File: config.mk
export PLATFORM = sky130hd
export DESIGN_NAME = rtc_calendar_clock_core
export DESIGN_NICKNAME = d
export VERILOG_FILES = /design/src/sv/rtc_cal_pkg.sv /design/src/sv/rtc_cal_in_reg.sv /design/src/sv/rtc_cal_step.sv /design/src/sv/rtc_calendar_clock_core.sv
export SDC_FILE = /design/constraint.sdc
export NUM_CORES = 1
export LEC_CHECK = 0
export BUFFER_PORTS_ARGS = -buffer_cell sky130_fd_sc_hd__buf_2
export CORE_MARGIN = 10
export CORE_UTILIZATION = 40
export CTS_CLUSTER_DIAMETER = 120
export DETAILED_ROUTE_END_ITERATION = 7
export HOLD_SLACK_MARGIN = 0.05
export PLACE_DENSITY = 0.57
export SLEW_MARGIN = 20
export SYNTH_ARGS = -nofsm -noshare
export SYNTH_HDL_FRONTEND = slang
export SYNTH_HIERARCHICAL = 1
export SYNTH_SLANG_ARGS = --single-unit
export TNS_END_PERCENT = 10
File: constraint.sdc
create_clock -name clock -period 9.8 [get_ports clock]
set_input_delay 1.47 -clock clock [delete_from_list [all_inputs] [get_ports clock]]
set_output_delay 1.47 -clock clock [all_outputs]
set_load 0.005 [all_outputs]
File: src/sv/rtc_cal_pkg.sv
package rtc_cal_pkg;

   typedef enum logic {
      CMD_TICK = 1'b0,
      CMD_LOAD = 1'b1
   } cmd_type;

   typedef enum logic {
      CSR_TWELVE_HOUR = 1'b0,
      CSR_ZONE_SHIFT  = 1'b1
   } csr_index_type;

   localparam logic [5:0]  SecondsPerMinute = 6'd60;
   localparam logic [5:0]  MinutesPerHour   = 6'd60;
   localparam logic [4:0]  HoursPerDay      = 5'd24;
   localparam logic [4:0]  HoursHalfDay     = 5'd12;
   localparam logic [3:0]  MonthsPerYear    = 4'd12;
   localparam logic [13:0] YearMax          = 14'd9999;
   localparam logic [13:0] YearReset        = 14'd2000;

   // floor(y / 100) for y < 16384 as (y * 5243) >> 19
   localparam logic [27:0] CenturyRecip     = 28'd5243;
   localparam int unsigned CenturyShift     = 19;

   localparam int unsigned ReqDataWidth = 40;
   localparam int unsigned RspDataWidth = 48;

   typedef struct packed {
      cmd_type     cmd;
      logic [4:0]  hour;
      logic [5:0]  minute;
      logic [5:0]  second;
      logic [4:0]  day;
      logic [3:0]  month;
      logic [13:0] year;
   } item_type;

   typedef struct packed {
      logic [4:0]  hour;
      logic [5:0]  minute;
      logic [5:0]  second;
      logic [4:0]  day;
      logic [3:0]  month;
      logic [13:0] year;
   } cal_type;

   typedef struct packed {
      logic [4:0]  shown_hour;
      logic        is_pm;
      logic [5:0]  minute;
      logic [5:0]  second;
      logic [4:0]  day;
      logic [3:0]  month;
      logic [13:0] year;
      logic        load_error;
   } rsp_type;

   typedef struct packed {
      logic       twelve_hour;
      logic [4:0] zone_shift;
   } cfg_type;

   function automatic logic is_leap(input logic [13:0] year);
      logic [27:0] prod;
      logic [7:0]  cent;
      logic [13:0] back;
      logic        div100;
      prod   = 28'(year) * CenturyRecip;
      cent   = prod[CenturyShift +: 8];
      back   = 14'({6'd0, cent} * 14'd100);
      div100 = (back == year);
      return (year[1:0] == 2'd0) && (!div100 || (cent[1:0] == 2'd0));
   endfunction

   function automatic logic [4:0] month_len(input logic [3:0] month,
                                            input logic [13:0] year);
      logic [4:0] len;
      unique case (month)
         4'd1, 4'd3, 4'd5, 4'd7, 4'd8, 4'd10, 4'd12: len = 5'd31;
         4'd4, 4'd6, 4'd9, 4'd11:                     len = 5'd30;
         4'd2:    len = is_leap(year) ? 5'd29 : 5'd28;
         default: len = 5'd0;
      endcase
      return len;
   endfunction

endpackage

File: src/sv/rtc_cal_in_reg.sv
module rtc_cal_in_reg (
   input  logic                 clock,
   input  logic                 reset,
   input  logic                 in_valid,
   output logic                 in_ready,
   input  rtc_cal_pkg::item_type in_item,
   output logic                 out_valid,
   input  logic                 out_ready,
   output rtc_cal_pkg::item_type out_item
);
   import rtc_cal_pkg::*;

   logic     valid_ff;
   item_type item_ff;

   assign in_ready  = !valid_ff || out_ready;
   assign out_valid = valid_ff;
   assign out_item  = item_ff;

   always_ff @(posedge clock) begin
      if (reset) begin
         valid_ff <= 1'b0;
      end else if (in_ready) begin
         valid_ff <= in_valid;
      end
      if (in_ready && in_valid) begin
         item_ff <= in_item;
      end
   end

endmodule

File: src/sv/rtc_cal_step.sv
module rtc_cal_step (
   input  rtc_cal_pkg::cal_type  cur,
   input  rtc_cal_pkg::item_type item,
   input  rtc_cal_pkg::cfg_type  cfg,
   output rtc_cal_pkg::cal_type  nxt,
   output rtc_cal_pkg::rsp_type  rsp
);
   import rtc_cal_pkg::*;

   logic       load_ok;
   logic [4:0] zone;
   logic [4:0] load_len;
   logic [4:0] cur_len;
   logic [4:0] shifted_hour;
   cal_type    ticked;
   logic       pm;
   logic [4:0] shown;

   assign load_len = month_len(item.month, item.year);
   assign cur_len  = month_len(cur.month, cur.year);
   assign zone     = (cfg.zone_shift >= HoursPerDay) ? cfg.zone_shift - HoursPerDay
                                                     : cfg.zone_shift;

   always_comb begin
      load_ok = (item.hour < HoursPerDay) && (item.minute < MinutesPerHour)
             && (item.second < SecondsPerMinute) && (item.year <= YearMax)
             && (item.month != 4'd0) && (item.month <= MonthsPerYear)
             && (item.day != 5'd0) && (item.day <= load_len);
      shifted_hour = (item.hour >= zone) ? item.hour - zone
                                         : item.hour + HoursPerDay - zone;
   end

   // carry cascade for one second
   always_comb begin
      ticked = cur;
      if (cur.second != SecondsPerMinute - 6'd1) begin
         ticked.second = cur.second + 6'd1;
      end else begin
         ticked.second = 6'd0;
         if (cur.minute != MinutesPerHour - 6'd1) begin
            ticked.minute = cur.minute + 6'd1;
         end else begin
            ticked.minute = 6'd0;
            if (cur.hour != HoursPerDay - 5'd1) begin
               ticked.hour = cur.hour + 5'd1;
            end else begin
               ticked.hour = 5'd0;
               if (cur.day < cur_len) begin
                  ticked.day = cur.day + 5'd1;
               end else begin
                  ticked.day = 5'd1;
                  if (cur.month < MonthsPerYear) begin
                     ticked.month = cur.month + 4'd1;
                  end else begin
                     ticked.month = 4'd1;
                     ticked.year  = (cur.year >= YearMax) ? 14'd0 : cur.year + 14'd1;
                  end
               end
            end
         end
      end
   end

   always_comb begin
      nxt = cur;
      rsp.load_error = 1'b0;
      unique case (item.cmd)
         CMD_LOAD: begin
            if (load_ok) begin
               nxt.hour   = shifted_hour;
               nxt.minute = item.minute;
               nxt.second = item.second;
               nxt.day    = item.day;
               nxt.month  = item.month;
               nxt.year   = item.year;
            end else begin
               rsp.load_error = 1'b1;
            end
         end
         CMD_TICK: nxt = ticked;
         default:  nxt = cur;
      endcase

      pm    = (nxt.hour >= HoursHalfDay);
      shown = nxt.hour;
      if (cfg.twelve_hour) begin
         if (nxt.hour == 5'd0) begin
            shown = HoursHalfDay;
         end else if (nxt.hour > HoursHalfDay) begin
            shown = nxt.hour - HoursHalfDay;
         end
      end

      rsp.shown_hour = shown;
      rsp.is_pm      = pm;
      rsp.minute     = nxt.minute;
      rsp.second     = nxt.second;
      rsp.day        = nxt.day;
      rsp.month      = nxt.month;
      rsp.year       = nxt.year;
   end

endmodule

File: src/sv/rtc_calendar_clock_core.sv
// Real-time clock with Gregorian calendar.
// req channel: one transfer per item. req_tuser is the command (0 tick one
// second, 1 load time and date); req_tdata carries the load fields.
// rsp channel: one transfer per item, showing time and date after the item;
// rsp_tuser is set when a load was rejected and the clock was left as it was.
// csr channel: csr_index 0 selects 12-hour display, 1 the zone shift in hours
// subtracted from a loaded hour; always ready, write only while idle.
// A req transfer reaches rsp_tvalid through the input register, then the result
// register that also updates the calendar state.
// Throughput: 1 item per cycle while rsp is not stalled; the whole carry
// cascade and load check are done combinationally between the two registers.
// Reset: time 00:00:00, date 2000-01-01, 24-hour mode, zero shift, both
// channels empty.
// A stalled rsp holds its result; an empty input register still takes one
// more item, then req_tready falls until the result is taken.
module rtc_calendar_clock_core (
   input  logic        clock,
   input  logic        reset,
   input  logic        req_tvalid,
   output logic        req_tready,
   // [4:0] load_hour, [10:5] load_minute, [16:11] load_second,
   // [21:17] load_day, [25:22] load_month, [39:26] load_year
   input  logic [39:0] req_tdata,
   // [0] cmd
   input  logic        req_tuser,
   output logic        rsp_tvalid,
   input  logic        rsp_tready,
   // [4:0] shown_hour, [5] is_pm, [11:6] cur_minute, [17:12] cur_second,
   // [22:18] cur_day, [26:23] cur_month, [40:27] cur_year, [47:41] zero
   output logic [47:0] rsp_tdata,
   // [0] load_error
   output logic        rsp_tuser,
   input  logic        csr_valid,
   output logic        csr_ready,
   input  logic        csr_index,
   input  logic [4:0]  csr_data
);
   import rtc_cal_pkg::*;

   item_type req_item;
   item_type s1_item;
   logic     s1_valid;
   logic     s2_advance;
   cfg_type  cfg_ff;
   cal_type  state_ff;
   cal_type  state_in;
   rsp_type  rsp_in;
   rsp_type  rsp_ff;
   logic     rsp_valid_ff;

   assign req_item.cmd    = cmd_type'(req_tuser);
   assign req_item.hour   = req_tdata[4:0];
   assign req_item.minute = req_tdata[10:5];
   assign req_item.second = req_tdata[16:11];
   assign req_item.day    = req_tdata[21:17];
   assign req_item.month  = req_tdata[25:22];
   assign req_item.year   = req_tdata[39:26];

   assign s2_advance = !rsp_valid_ff || rsp_tready;

   rtc_cal_in_reg u_in_reg (
      .clock     (clock),
      .reset     (reset),
      .in_valid  (req_tvalid),
      .in_ready  (req_tready),
      .in_item   (req_item),
      .out_valid (s1_valid),
      .out_ready (s2_advance),
      .out_item  (s1_item)
   );

   rtc_cal_step u_step (
      .cur  (state_ff),
      .item (s1_item),
      .cfg  (cfg_ff),
      .nxt  (state_in),
      .rsp  (rsp_in)
   );

   assign csr_ready = 1'b1;

   always_ff @(posedge clock) begin
      if (reset) begin
         cfg_ff <= '0;
      end else if (csr_valid) begin
         unique case (csr_index_type'(csr_index))
            CSR_TWELVE_HOUR: cfg_ff.twelve_hour <= csr_data[0];
            CSR_ZONE_SHIFT:  cfg_ff.zone_shift  <= csr_data;
            default:         cfg_ff             <= cfg_ff;
         endcase
      end
   end

   always_ff @(posedge clock) begin
      if (reset) begin
         state_ff.second <= 6'd0;
         state_ff.minute <= 6'd0;
         state_ff.hour   <= 5'd0;
         state_ff.day    <= 5'd1;
         state_ff.month  <= 4'd1;
         state_ff.year   <= YearReset;
         rsp_valid_ff    <= 1'b0;
      end else if (s2_advance) begin
         rsp_valid_ff <= s1_valid;
         if (s1_valid) begin
            state_ff <= state_in;
         end
      end
      if (s2_advance && s1_valid) begin
         rsp_ff <= rsp_in;
      end
   end

   assign rsp_tvalid = rsp_valid_ff;
   assign rsp_tuser  = rsp_ff.load_error;
   assign rsp_tdata  = {7'd0, rsp_ff.year, rsp_ff.month, rsp_ff.day, rsp_ff.second,
                        rsp_ff.minute, rsp_ff.is_pm, rsp_ff.shown_hour};

   a_state_range: assert property (@(posedge clock) disable iff (reset)
      (state_ff.second < SecondsPerMinute) && (state_ff.minute < MinutesPerHour)
      && (state_ff.hour < HoursPerDay) && (state_ff.day != 5'd0)
      && (state_ff.month != 4'd0) && (state_ff.month <= MonthsPerYear)
      && (state_ff.year <= YearMax))
      else $error("calendar state out of range");

   a_reject_holds: assert property (@(posedge clock) disable iff (reset)
      (s2_advance && s1_valid && rsp_in.load_error) |=> $stable(state_ff))
      else $error("rejected load changed the calendar");

   a_ready_when_empty: assert property (@(posedge clock) disable iff (reset)
      !rsp_tvalid |-> req_tready)
      else $error("input stalled with empty result register");

endmodule
Word level (Yosys, flattened, before mapping)
Index checks and enable logic that the tools add are counted.
{"block": "op_classes", "add_sub_neg": 11, "n_mul": 4, "order_cmp": 13, "n_eq_ne": 29, "mux": 25, "bitwise": 2, "n_reduce_logical": 33}
{"op": "$pmux W40 S2", "count": 1}
{"op": "$mux W23", "count": 3}
{"op": "$mul A14 B13 Y27 const B", "count": 2}
{"op": "$eq A4 B4 Y1 const B", "count": 10}
{"op": "$mux W40", "count": 1}
{"op": "$mux W5", "count": 8}
{"op": "$eq A4 B3 Y1 const B", "count": 8}
{"op": "$pmux W5 S3", "count": 2}
{"op": "$eq A14 B14 Y1", "count": 2}
{"op": "$mux W14", "count": 2}
{"op": "$mul A8 B5 Y12 const B", "count": 2}
{"op": "$mux W18", "count": 1}
{"op": "$eq A4 B2 Y1 const B", "count": 4}
{"op": "$add A14 B1 Y14 const B", "count": 1}
{"op": "$ge A14 B14 Y1 const B", "count": 1}
{"op": "$le A14 B14 Y1 const B", "count": 1}
{"op": "$reduce_or A7 Y1", "count": 2}
{"op": "$add A6 B1 Y6 const B", "count": 2}
{"op": "$lt A6 B6 Y1 const B", "count": 2}
{"op": "$mux W6", "count": 2}
{"op": "$ne A6 B6 Y1 const B", "count": 2}
{"op": "$logic_and A1 B1 Y1", "count": 11}
{"op": "$mux W11", "count": 1}
{"op": "$add A5 B1 Y5 const B", "count": 2}
{"op": "27 further kinds", "count": 44}
{"block": "totals", "regBits": 131, "inputBits": 52, "output_inout_bits": 52, "wordCells": 142}

Logic depth before layout (Yosys ltp)
Gate-level depths: netlist of run 1.
{"block": "logic_depth", "depth_word": 18, "ltp_mapped": 44, "mapped_depth_nobuf": 43}

Hierarchy
The synthesis of run 1 kept the hierarchy.
{"module": "rtc_cal_step", "n_inst": 1, "cells_per_inst": 1303, "area_each_um2": 11299.6, "seq_area_each_um2": 0.0}
{"module": "rtc_calendar_clock_core", "n_inst": 1, "cells_per_inst": 263, "area_each_um2": 3305.7, "seq_area_each_um2": 2202.1}
{"module": "rtc_cal_in_reg", "n_inst": 1, "cells_per_inst": 46, "area_each_um2": 1286.2, "seq_area_each_um2": 1251.2}

Worst setup path before layout of run 1
Ideal clock, no wire load.
{"block": "synth_path", "path_type": "register to register", "startpoint": "register u_in_reg.item_ff, in the netlist u_in_reg/out_item[8]", "endpoint": "register rsp_ff, in the netlist rsp_tdata[12], data pin", "setup_time_ns": 0.251, "arrival_ns": 9.175, "setup_slack_ns": 0.374, "stages_incl_launch_ff": 37, "path_buffers": 2, "cell_sequence": "edfxtp_1 > fa_1 > ha_1 > fa_1 > fa_1 > inv_1 > fa_1 > inv_1 > ha_1 > a21o_1 > a21o_1 > a21oi_1 > o21ai_0 > a2111oi_0 > o31ai_1 > xor2_1 > ha_1 > ha_1 > inv_1 > fa_1 > inv_1 > ha_1 > a21o_1 > a21o_1 > xnor2_1 > or4_1 > nor4_1 > a31oi_1 > ha_1 > nand4_1 > mux2i_1 > a21oi_1 > nor2_1 > clkbuf_1 > mux2i_1 > o21ai_0 > buf_4"}
{"element": "from (decl)", "line": "rtc_cal_in_reg.sv:14", "source": "item_type item_ff;"}
{"element": "from (signal assigned)", "line": "rtc_cal_in_reg.sv:27", "source": "item_ff <= in_item;"}
{"element": "to (signal assigned)", "line": "rtc_calendar_clock_core.sv:110", "source": "rsp_ff <= rsp_in;"}
{"element": "to (decl)", "line": "rtc_calendar_clock_core.sv:48", "source": "rsp_type rsp_ff;"}

==> impl_metrics.json, run 1 <==
{
  "outcome": "finished, final reports clean",
  "drtIter0Drc": 691,
  "hp-start": "cfg_ff[3]$_SDFFE_PP0P_",
  "syn_inst": 1612,
  "numCtsBuffers": 17,
  "port_buffers": 95,
  "coreArea_um2": 39000,
  "hp-class": "register to register",
  "final_cell_mix": "278 x ha_1, 259 x inv_1, 133 x fa_1, 95 x buf_2, 83 x edfxtp_1",
  "syn_area_um2": 15900,
  "relSlewSlack_pct": 30.9,
  "nets": 2226,
  "worst_pin_slew_ns": 1.04,
  "synth_edf_count": 83,
  "ys_seq_area_share_pct": 21.7,
  "drv.max_cap_violation_count": 0,
  "antenna_found_initial": 0,
  "clockBufferDepth": 2,
  "final-max-slew-violation-count": 0,
  "antenna_cells": 0,
  "synth_adder_area_share_pct": 40.5,
  "final_common_cell": "ha_1",
  "rrSetupSlack_ns": 0.19,
  "clock-sinks": 131,
  "critPathKind": "register to register",
  "clk_pin_slew_ns": 0.08,
  "synth_cell_types": 71,
  "ant_nets": 0,
  "crit_path_frequent_cell": "fa_1",
  "yosysWarnings": 6,
  "arrival_ns": 9.81,
  "hpwl_um": 32700,
  "synthArstFlopShare_pct": 0,
  "peakVddDrop_mv": 0.399,
  "grt_overflow": 0,
  "setup_viol": 0,
  "final_hold_viol_count": 0,
  "worstSetupEndpointType": "register",
  "vias": 11800,
  "drt_wl_total_um": 41500,
  "start_kind": "register",
  "tns_ns": 0,
  "grt_pass1_wl_um": 65900,
  "dieArea_um2": 48100,
  "drc_errors": 0,
  "hold_path_depth": 2,
  "crit_required_ns": 10.00,
  "synth_xor_area_share_pct": 4.28,
  "r2r_cells": 39,
  "ys_ff_latch": 131,
  "timing.rr.end": "rsp_tdata[3]$_DFFE_PP_",
  "min_period_ns": 9.61,
  "clock-root-buffer": "clkbuf_16",
  "first_global_vias": 12000,
  "synth_top_family_by_area": "adder cells",
  "cts_tree": "built",
  "clock_skew_ns": 0.0210,
  "drive_gt1_share_pct": 19.2,
  "cp_max_fo": 6,
  "cts_hold_buf": 0,
  "synthMuxAreaShare_pct": 2.02,
  "grt_max_degree": 68,
  "rsz0062_at_grt": "yes",
  "die_h_um": 219,
  "gp_congestion": 0.912,
  "start_util_pct": 40.7,
  "slowest_delay_ns": 0.54,
  "critical-path-slowest-cell": "or4_1",
  "clock.fmax_mhz": 104,
  "track_usage_pct": 17.3,
  "power_density_nw_per_um2": 332,
  "routed_via_density": 5.21,
  "stdcell_count": 2272,
  "wl_per_cell_um": 18.2,
  "power.leakage_nw": 8.64,
  "avgSynthCellArea_um2": 9.86,
  "pin_count": 104,
  "min_to": "cfg_ff[3]$_SDFFE_PP0P_",
  "die_w_um": 219,
  "worstSkewPairLatency_ns": 0.45,
  "fill_cells": 3692,
  "cts.htree.levels": 4,
  "rows": 72,
  "period_share_pct": 98.0,
  "synth_compound_area_share_pct": 12.0,
  "areaGrowthSynthToFinish_pct": 15.2,
  "drtPass1Iterations": 7,
  "synth_flop_cell": "edfxtp_1",
  "rr_startpoint": "u_in_reg/out_item[7]$_DFFE_PP_",
  "synthSimpleGateAreaFrac_pct": 9.52,
  "place_inst": 2208
}
## final cells by class
cell class | instances | area (um2) | area share [%]
clock buffer | 18 | 429 | 2.34
multi-input combinational | 1125 | 11300 | 61.6
clock inverter | 14 | 171 | 0.936
tap | 518 | 648 | 3.54
timing repair buffer | 192 | 1300 | 7.08
sequential | 131 | 3460 | 18.9
inverter | 274 | 1030 | 5.64
## cells by family (layout without fill, tap and decap cells)
family,count (synthesis),in the layout
AOI/OAI and AO/OA,284,284
and+or+nand+nor,295,295
other,2,8
muxes,32,32
buffers and inverters,362,498
adders and majority gates,433,433
DFF,131,131
xor gates and xnor gates,73,73
## per-layer routing
layer	wire, um	track usage (%)	vias to the layer above
li1	-	-	5729
met5	0	0	-
met3	1830	2.15	27
met1	19700	24.5	5819
met4	427	3.40	0
met2	19500	27.7	270
## worst max-delay path, delay by kind of cell (launching register included)
| kind | cells | cell delay [ns] |
|---|---|---|
| xor+xnor | 2 | 0.34 |
| buf+inv | 7 | 0.67 |
| fa+ha+maj | 11 | 4.02 |
| flops | 1 | 0.47 |
| simple gates | 5 | 1.38 |
| compound gates | 13 | 2.22 |
| mux | 1 | 0.26 |
## per-stage QoR
step           setup WS (ns)  power (mW)  hold slack [ns]  utilization [%]  area (um2)
2_1_floorplan          0.374        3.82            0.440                -       15900
3_3_place_gp         -0.0329        4.73            0.452             43.7       17000
3_5_place_dp          -0.225        4.75            0.460             43.7       17000
4_1_cts               0.0259        5.49            0.468             45.3       17700
5_1_grt               -0.130        6.71            0.491             46.9       18300
6_report               0.192        6.07            0.463             46.9       18300
## worst max-delay path by stage
stage / end / start / slack, ns / depth (start not counted)
after floorplan: rsp_tdata[12]$_DFFE_PP_ / u_in_reg/out_item[8]$_DFFE_PP_ / 0.37 / 36
after global placement: state_ff[6]$_SDFFE_PP1P_ / u_in_reg/out_item[8]$_DFFE_PP_ / -0.03 / 39
after detailed placement: rsp_tdata[3]$_DFFE_PP_ / u_in_reg/out_item[11]$_DFFE_PP_ / -0.23 / 38
after CTS: state_ff[6]$_SDFFE_PP1P_ / u_in_reg/out_item[11]$_DFFE_PP_ / 0.03 / 40
after global routing: rsp_tdata[2]$_DFFE_PP_ / u_in_reg/out_item[9]$_DFFE_PP_ / -0.13 / 40
final: rsp_tdata[3]$_DFFE_PP_ / u_in_reg/out_item[7]$_DFFE_PP_ / 0.19 / 39
## power by group
group	internal, mW	leakage [nW]	switching (mW)	total [mW]
Sequential	0.620	1.19	0.0280	0.648
Clock	0.384	0.297	0.284	0.668
Combinational	2.34	7.16	2.42	4.76
Total	3.34	8.64	2.73	6.07
## repair_timing
item	in CTS	in global routing
pin swaps	0	70
setup endpoints to repair	61	81
buffers inserted	2	30
hold endpoints to repair	0	0
cloned	0	1
resized for setup	2	86
## state kept, by name, summed over array words and instances, names as in the netlist
name	flops
rsp_tdata	41
u_in_reg/out_item	41
state_ff	40
cfg_ff	6
rsp_tuser	1
rsp_tvalid	1
u_in_reg/out_valid	1
## Yosys cell counts (8+ instances only)
master      n  share of area, %
a211oi_1    8              0.38
a21bo_2    26               1.6
a21o_1     14              0.66
a21oi_1    85               2.7
a21oi_2     8              0.44
a31oi_1    16              0.63
and2_1      9              0.35
and3_1     13              0.51
buf_2      19              0.60
buf_4      44               2.1
clkbuf_1   23              0.54
dfxtp_1    48               6.0
edfxtp_1   83                16
fa_1      136                17
ha_1      297                23
inv_1     274               6.5
mux2i_1    31               2.0
nand2_1    64               1.5
nand3_1    68               2.1
nand4_1    16              0.63
nor2_1     53               1.3
nor2b_1     9              0.35
nor3_1     18              0.57
nor4_1     12              0.47
o211ai_1   14              0.66
o21ai_0    47               1.5
o31ai_1    11              0.52
xnor2_1    46               2.5
xor2_1     24               1.3
No activity file was read; power rests on OpenSTA's default activity.
==> run 2: changes to the inputs <==
--- a/config.mk
+++ b/config.mk
@@ -6,12 +6,14 @@
 export NUM_CORES = 1
 export LEC_CHECK = 0
 export BUFFER_PORTS_ARGS = -buffer_cell sky130_fd_sc_hd__buf_2
-export CORE_MARGIN = 10
+export CORE_MARGIN = 4
 export CORE_UTILIZATION = 40
+export CTS_BUF_LIST = sky130_fd_sc_hd__clkbuf_2 sky130_fd_sc_hd__clkbuf_4 sky130_fd_sc_hd__clkbuf_8
 export CTS_CLUSTER_DIAMETER = 120
 export DETAILED_ROUTE_END_ITERATION = 7
 export HOLD_SLACK_MARGIN = 0.05
 export PLACE_DENSITY = 0.57
+export RECOVER_POWER = 25
 export SLEW_MARGIN = 20
 export SYNTH_ARGS = -nofsm -noshare
 export SYNTH_HDL_FRONTEND = slang
==> impl_metrics.json, run 2 (synthesized netlist as in run 1, its figures left out) <==
{
  "outcome": "finished, final reports clean",
  "critPathKind": "register to register",
  "worstSetupEndpointType": "register",
  "setup_viol": 0,
  "dieArea_um2": 43000,
  "track_usage_pct": 18.4,
  "rr_startpoint": "u_in_reg/out_item[11]$_DFFE_PP_",
  "die_w_um": 207,
  "whs_ns": 0.471,
  "met1Wirelength_um": 19300,
  "antenna_cells": 0,
  "power_mw": 5.86,
  "slowest_delay_ns": 0.54,
  "tns_ns": 0,
  "power_density_nw_per_um2": 324,
  "clockBufferDepth": 2,
  "wl_met3_um": 1530,
  "rows": 72,
  "nets": 2232,
  "r2r_cells": 40,
  "peakVddDrop_mv": 0.400,
  "hp-class": "register to register",
  "rsz0062_at_grt": "yes",
  "numCtsBuffers": 17,
  "ant_nets": 0,
  "wl_met2_um": 18800,
  "cp.depth": 40,
  "drtPass1Iterations": 5,
  "drc_errors": 0,
  "min_period_ns": 9.58,
  "areaGrowthSynthToFinish_pct": 13.9,
  "grt_max_degree": 68,
  "clk_pin_slew_ns": 0.11,
  "topRoutingLayerUsed": "met4",
  "path_buf_inv": 8,
  "antenna_found_initial": 0,
  "drv.max_cap_violation_count": 0,
  "crit_family": "adder cells",
  "port_buffers": 95,
  "relSlewSlack_pct": 36.5,
  "worstSkewPairLatency_ns": 0.48,
  "cp_max_fo": 8,
  "crit_required_ns": 10.02,
  "die_h_um": 207,
  "first_global_vias": 11900,
  "grt_pass1_wl_um": 64300,
  "coreArea_um2": 39000,
  "pin_count": 104,
  "final-max-slew-violation-count": 0,
  "wl_per_cell_um": 17.6,
  "clock-root-buffer": "clkbuf_8",
  "arrival_ns": 9.80,
  "cts.htree.levels": 4,
  "start_kind": "register",
  "cts_tree": "built",
  "hpwl_um": 31700,
  "gp_congestion": 0.904,
  "worst_pin_slew_ns": 0.929,
  "grt_overflow": 0,
  "vias": 11800,
  "final_cell_mix": "286 x ha_1, 266 x inv_1, 133 x fa_1, 90 x buf_4, 83 x edfxtp_1",
  "clock.fmax_mhz": 104,
  "clock_skew_ns": 0.0229,
  "period_share_pct": 97.7,
  "cp-endpoint": "rsp_tdata[3]$_DFFE_PP_",
  "routed_via_density": 5.18,
  "clock-sinks": 131,
  "timing.rr.end": "rsp_tdata[3]$_DFFE_PP_",
  "start_util_pct": 40.7,
  "power.leakage_nw": 8.55,
  "final_hold_viol_count": 0,
  "drtIter0Drc": 786,
  "drive_gt1_share_pct": 18.0,
  "rrSetupSlack_ns": 0.22,
  "final_common_cell": "ha_1",
  "drt_wl_total_um": 40200,
  "cp-startpoint": "u_in_reg/out_item[11]$_DFFE_PP_",
  "critical-path-slowest-cell": "edfxtp_1"
}
## run 2: metal layers
layer / track usage, % / up-vias
li1: - / 5743
met1: 26.4 / 5788
met2: 30.3 / 247
met3: 2.03 / 32
met4: 3.97 / 0
met5: 0 / -
## run 2: cell type report
| type | count | area [um2] |
|---|---|---|
| Clock inverter | 15 | 184 |
| Tap cell | 518 | 648 |
| Inverter | 274 | 1030 |
| Sequential cell | 131 | 3460 |
| Clock buffer | 17 | 234 |
| Fill cell | 3690 | 20900 |
| Timing Repair Buffer | 198 | 1310 |
| Multi-Input combinational cell | 1125 | 11200 |
## run 2: worst min path at each step
stage / start / endpoint / slack, ns / cells after the start
after floorplan: cfg_ff[3]$_SDFFE_PP0P_ / cfg_ff[3]$_SDFFE_PP0P_ / 0.44 / 2
after global placement: cfg_ff[0]$_SDFFE_PP0P_ / cfg_ff[0]$_SDFFE_PP0P_ / 0.45 / 2
after detailed placement: cfg_ff[3]$_SDFFE_PP0P_ / cfg_ff[3]$_SDFFE_PP0P_ / 0.46 / 2
after CTS: cfg_ff[3]$_SDFFE_PP0P_ / cfg_ff[3]$_SDFFE_PP0P_ / 0.47 / 2
after global routing: cfg_ff[3]$_SDFFE_PP0P_ / cfg_ff[3]$_SDFFE_PP0P_ / 0.50 / 2
final: cfg_ff[0]$_SDFFE_PP0P_ / cfg_ff[0]$_SDFFE_PP0P_ / 0.47 / 2
## run 2: worst reg2reg max path: cells and delay by family (launching register included)
kind,cells,cell delay [ns]
muxes,1,0.27
DFF,1,0.54
adders and majority gates,11,4.17
buffers and inverters,8,0.61
AOI/OAI and AO/OA,10,1.60
and+or+nand+nor,8,1.77
xor gates and xnor gates,2,0.35
## run 2: what timing repair did
| action | CTS | global route |
|---|---|---|
| hold buffers | 0 | 0 |
| pin swaps | 0 | 48 |
| endpoints found under the setup margin | 4 | 82 |
| gates resized for setup | 3 | 80 |
| buffers inserted | 0 | 27 |
| cloned | 0 | 0 |
## run 2: per-stage QoR
stage | instances | setup slack, ns | cell area (um2) | util [%]
global placement | 2220 | 0.218 | 17100 | 43.9
CTS | 2252 | 0.00620 | 17600 | 45.0
floorplan | 1618 | 0.374 | 15900 | -
detailed placement | 2220 | -0.0172 | 17100 | 43.9
finish | 2278 | 0.223 | 18100 | 46.4
global route | 2278 | -0.109 | 18100 | 46.4
## run 2: report_power, final
group | leakage [nW] | total (mW) | switching [mW] | internal (mW)
registers | 1.19 | 0.647 | 0.0285 | 0.619
logic | 7.15 | 4.70 | 2.43 | 2.26
clock network | 0.208 | 0.518 | 0.279 | 0.239
==> run 3: changes to the inputs <==
--- a/config.mk
+++ b/config.mk
@@ -11,6 +11,7 @@
 export CTS_BUF_LIST = sky130_fd_sc_hd__clkbuf_2 sky130_fd_sc_hd__clkbuf_4 sky130_fd_sc_hd__clkbuf_8
 export CTS_CLUSTER_DIAMETER = 120
 export DETAILED_ROUTE_END_ITERATION = 7
+export GPL_TIMING_DRIVEN = 0
 export HOLD_SLACK_MARGIN = 0.05
 export PLACE_DENSITY = 0.57
 export RECOVER_POWER = 25
==> impl_metrics.json, run 3 (synthesized netlist as in run 1, its figures left out) <==
{
  "pin_count": 104,
  "die_h_um": 207,
  "ant_nets": 0,
  "clock_skew_ns": 0.0232,
  "final_common_cell": "ha_1",
  "cp_max_fo": 8,
  "worstSetupEndpointType": "register",
  "drt_wl_total_um": 42400,
  "multi_input_area_um2": 11400,
  "tns_ns": 0,
  "drc_errors": 0,
  "critPathKind": "register to register",
  "fill_cells": 3641,
  "clock.fmax_mhz": 104,
  "grt_overflow": 0,
  "power_density_nw_per_um2": 315,
  "numCtsBuffers": 17,
  "clock-sinks": 131,
  "crit_required_ns": 10.16,
  "rsz0062_at_grt": "yes",
  "drtPass1Iterations": 5,
  "coreArea_um2": 39000,
  "die_w_um": 207,
  "hold_path_depth": 2,
  "peakVddDrop_mv": 0.616,
  "final_hold_viol_count": 0,
  "cts_tree": "built",
  "drtIter0Drc": 711,
  "vias": 12200,
  "final_util_pct": 47.7,
  "r2r_cells": 42,
  "gp_congestion": 0.916,
  "period_share_pct": 98.1,
  "slowest_delay_ns": 0.57,
  "relSlewSlack_pct": 34.1,
  "min_period_ns": 9.61,
  "start_kind": "register",
  "final-max-slew-violation-count": 0,
  "start_util_pct": 40.7,
  "clock-root-buffer": "clkbuf_8",
  "routed_via_density": 5.23,
  "port_buffers": 95,
  "first_global_vias": 12500,
  "worstSkewPairLatency_ns": 0.49,
  "rows": 72,
  "antenna_cells": 0,
  "setup_viol": 0,
  "hpwl_um": 32600,
  "final_cell_mix": "277 x ha_1, 265 x inv_1, 132 x fa_1, 105 x buf_2, 98 x buf_4",
  "antenna_found_initial": 0,
  "arrival_ns": 9.97,
  "hp-class": "register to register",
  "cts_hold_buf": 0,
  "wl_per_cell_um": 18.2,
  "areaGrowthSynthToFinish_pct": 17.1,
  "grt_pass1_wl_um": 67500,
  "drv.max_cap_violation_count": 0,
  "nets": 2284,
  "clk_pin_slew_ns": 0.09,
  "clockBufferDepth": 2,
  "track_usage_pct": 19.5,
  "power.leakage_nw": 8.78,
  "grt_max_degree": 51,
  "regArea_um2": 3470,
  "dieArea_um2": 43000,
  "cts.htree.levels": 4,
  "critical-path-slowest-cell": "fa_1",
  "drive_gt1_share_pct": 21.9,
  "worst_pin_slew_ns": 0.963,
  "outcome": "finished, final reports clean"
}
## run 3: power breakdown
| part | switching, mW | internal, mW | leakage [nW] |
|---|---|---|---|
| sequential | 0.0305 | 0.619 | 1.19 |
| clock | 0.280 | 0.192 | 0.198 |
| combinational | 2.45 | 2.29 | 7.39 |
| total | 2.76 | 3.10 | 8.78 |
## run 3: path summary, 6_finish.rpt
| check | startpoint | to | slack [ns] |
|---|---|---|---|
| min reg2reg | cfg_ff[0]$_SDFFE_PP0P_ | cfg_ff[0]$_SDFFE_PP0P_ | 0.47 |
| min | cfg_ff[0]$_SDFFE_PP0P_ | cfg_ff[0]$_SDFFE_PP0P_ | 0.47 |
| max | u_in_reg/out_item[9]$_DFFE_PP_ | rsp_tdata[33]$_DFFE_PP_ | 0.19 |
| max reg2reg | u_in_reg/out_item[9]$_DFFE_PP_ | rsp_tdata[33]$_DFFE_PP_ | 0.19 |
## run 3: cell type report
| type | instances | share of cell area (%) |
|---|---|---|
| multi-input combinational | 1125 | 61.3 |
| sequential | 131 | 18.7 |
| timing repair buffer | 164 | 5.80 |
| inverter | 274 | 5.53 |
| tap | 518 | 3.48 |
| buffer | 86 | 3.10 |
| clock buffer | 17 | 1.26 |
| clock inverter | 15 | 0.861 |
## run 3: stage by stage
| step | power [mW] | instance area (um2) | instances | setup WS, ns | hold slack (ns) |
|---|---|---|---|---|---|
| floorplan | 3.82 | 15900 | 1618 | 0.374 | 0.440 |
| global placement | 4.50 | 17000 | 2231 | -1.82 | 0.454 |
| detailed placement | 4.58 | 17000 | 2231 | -1.86 | 0.455 |
| CTS | 5.37 | 18200 | 2317 | 0.00126 | 0.467 |
| global route | 6.52 | 18600 | 2330 | -0.169 | 0.499 |
| finish | 5.86 | 18600 | 2330 | 0.191 | 0.466 |
## run 3: what timing repair did
action / in CTS / in global routing
gates cloned: 0 / 1
gates resized for setup: 81 / 79
endpoints found under the setup margin: 82 / 80
setup buffers: 55 / 13
pin swaps: 37 / 52
## run 3: routing by layer
layer	track usage (%)	part of all wire, %	vias up
li1	-	-	5841
met1	26.9	45	5944
met2	31.8	47	336
met3	2.51	4.7	65
met4	6.89	3.2	0
met5	0	0	-
## run 3: critical path: cells and delay by family (launching register included)
| kind | cells | cell delay [ns] |
|---|---|---|
| adders and majority gates | 11 | 4.07 |
| AOI/OAI and AO/OA | 13 | 2.24 |
| and+or+nand+nor | 5 | 1.15 |
| DFF | 1 | 0.38 |
| muxes | 1 | 0.26 |
| buffers and inverters | 10 | 1.06 |
| xor gates and xnor gates | 2 | 0.33 |
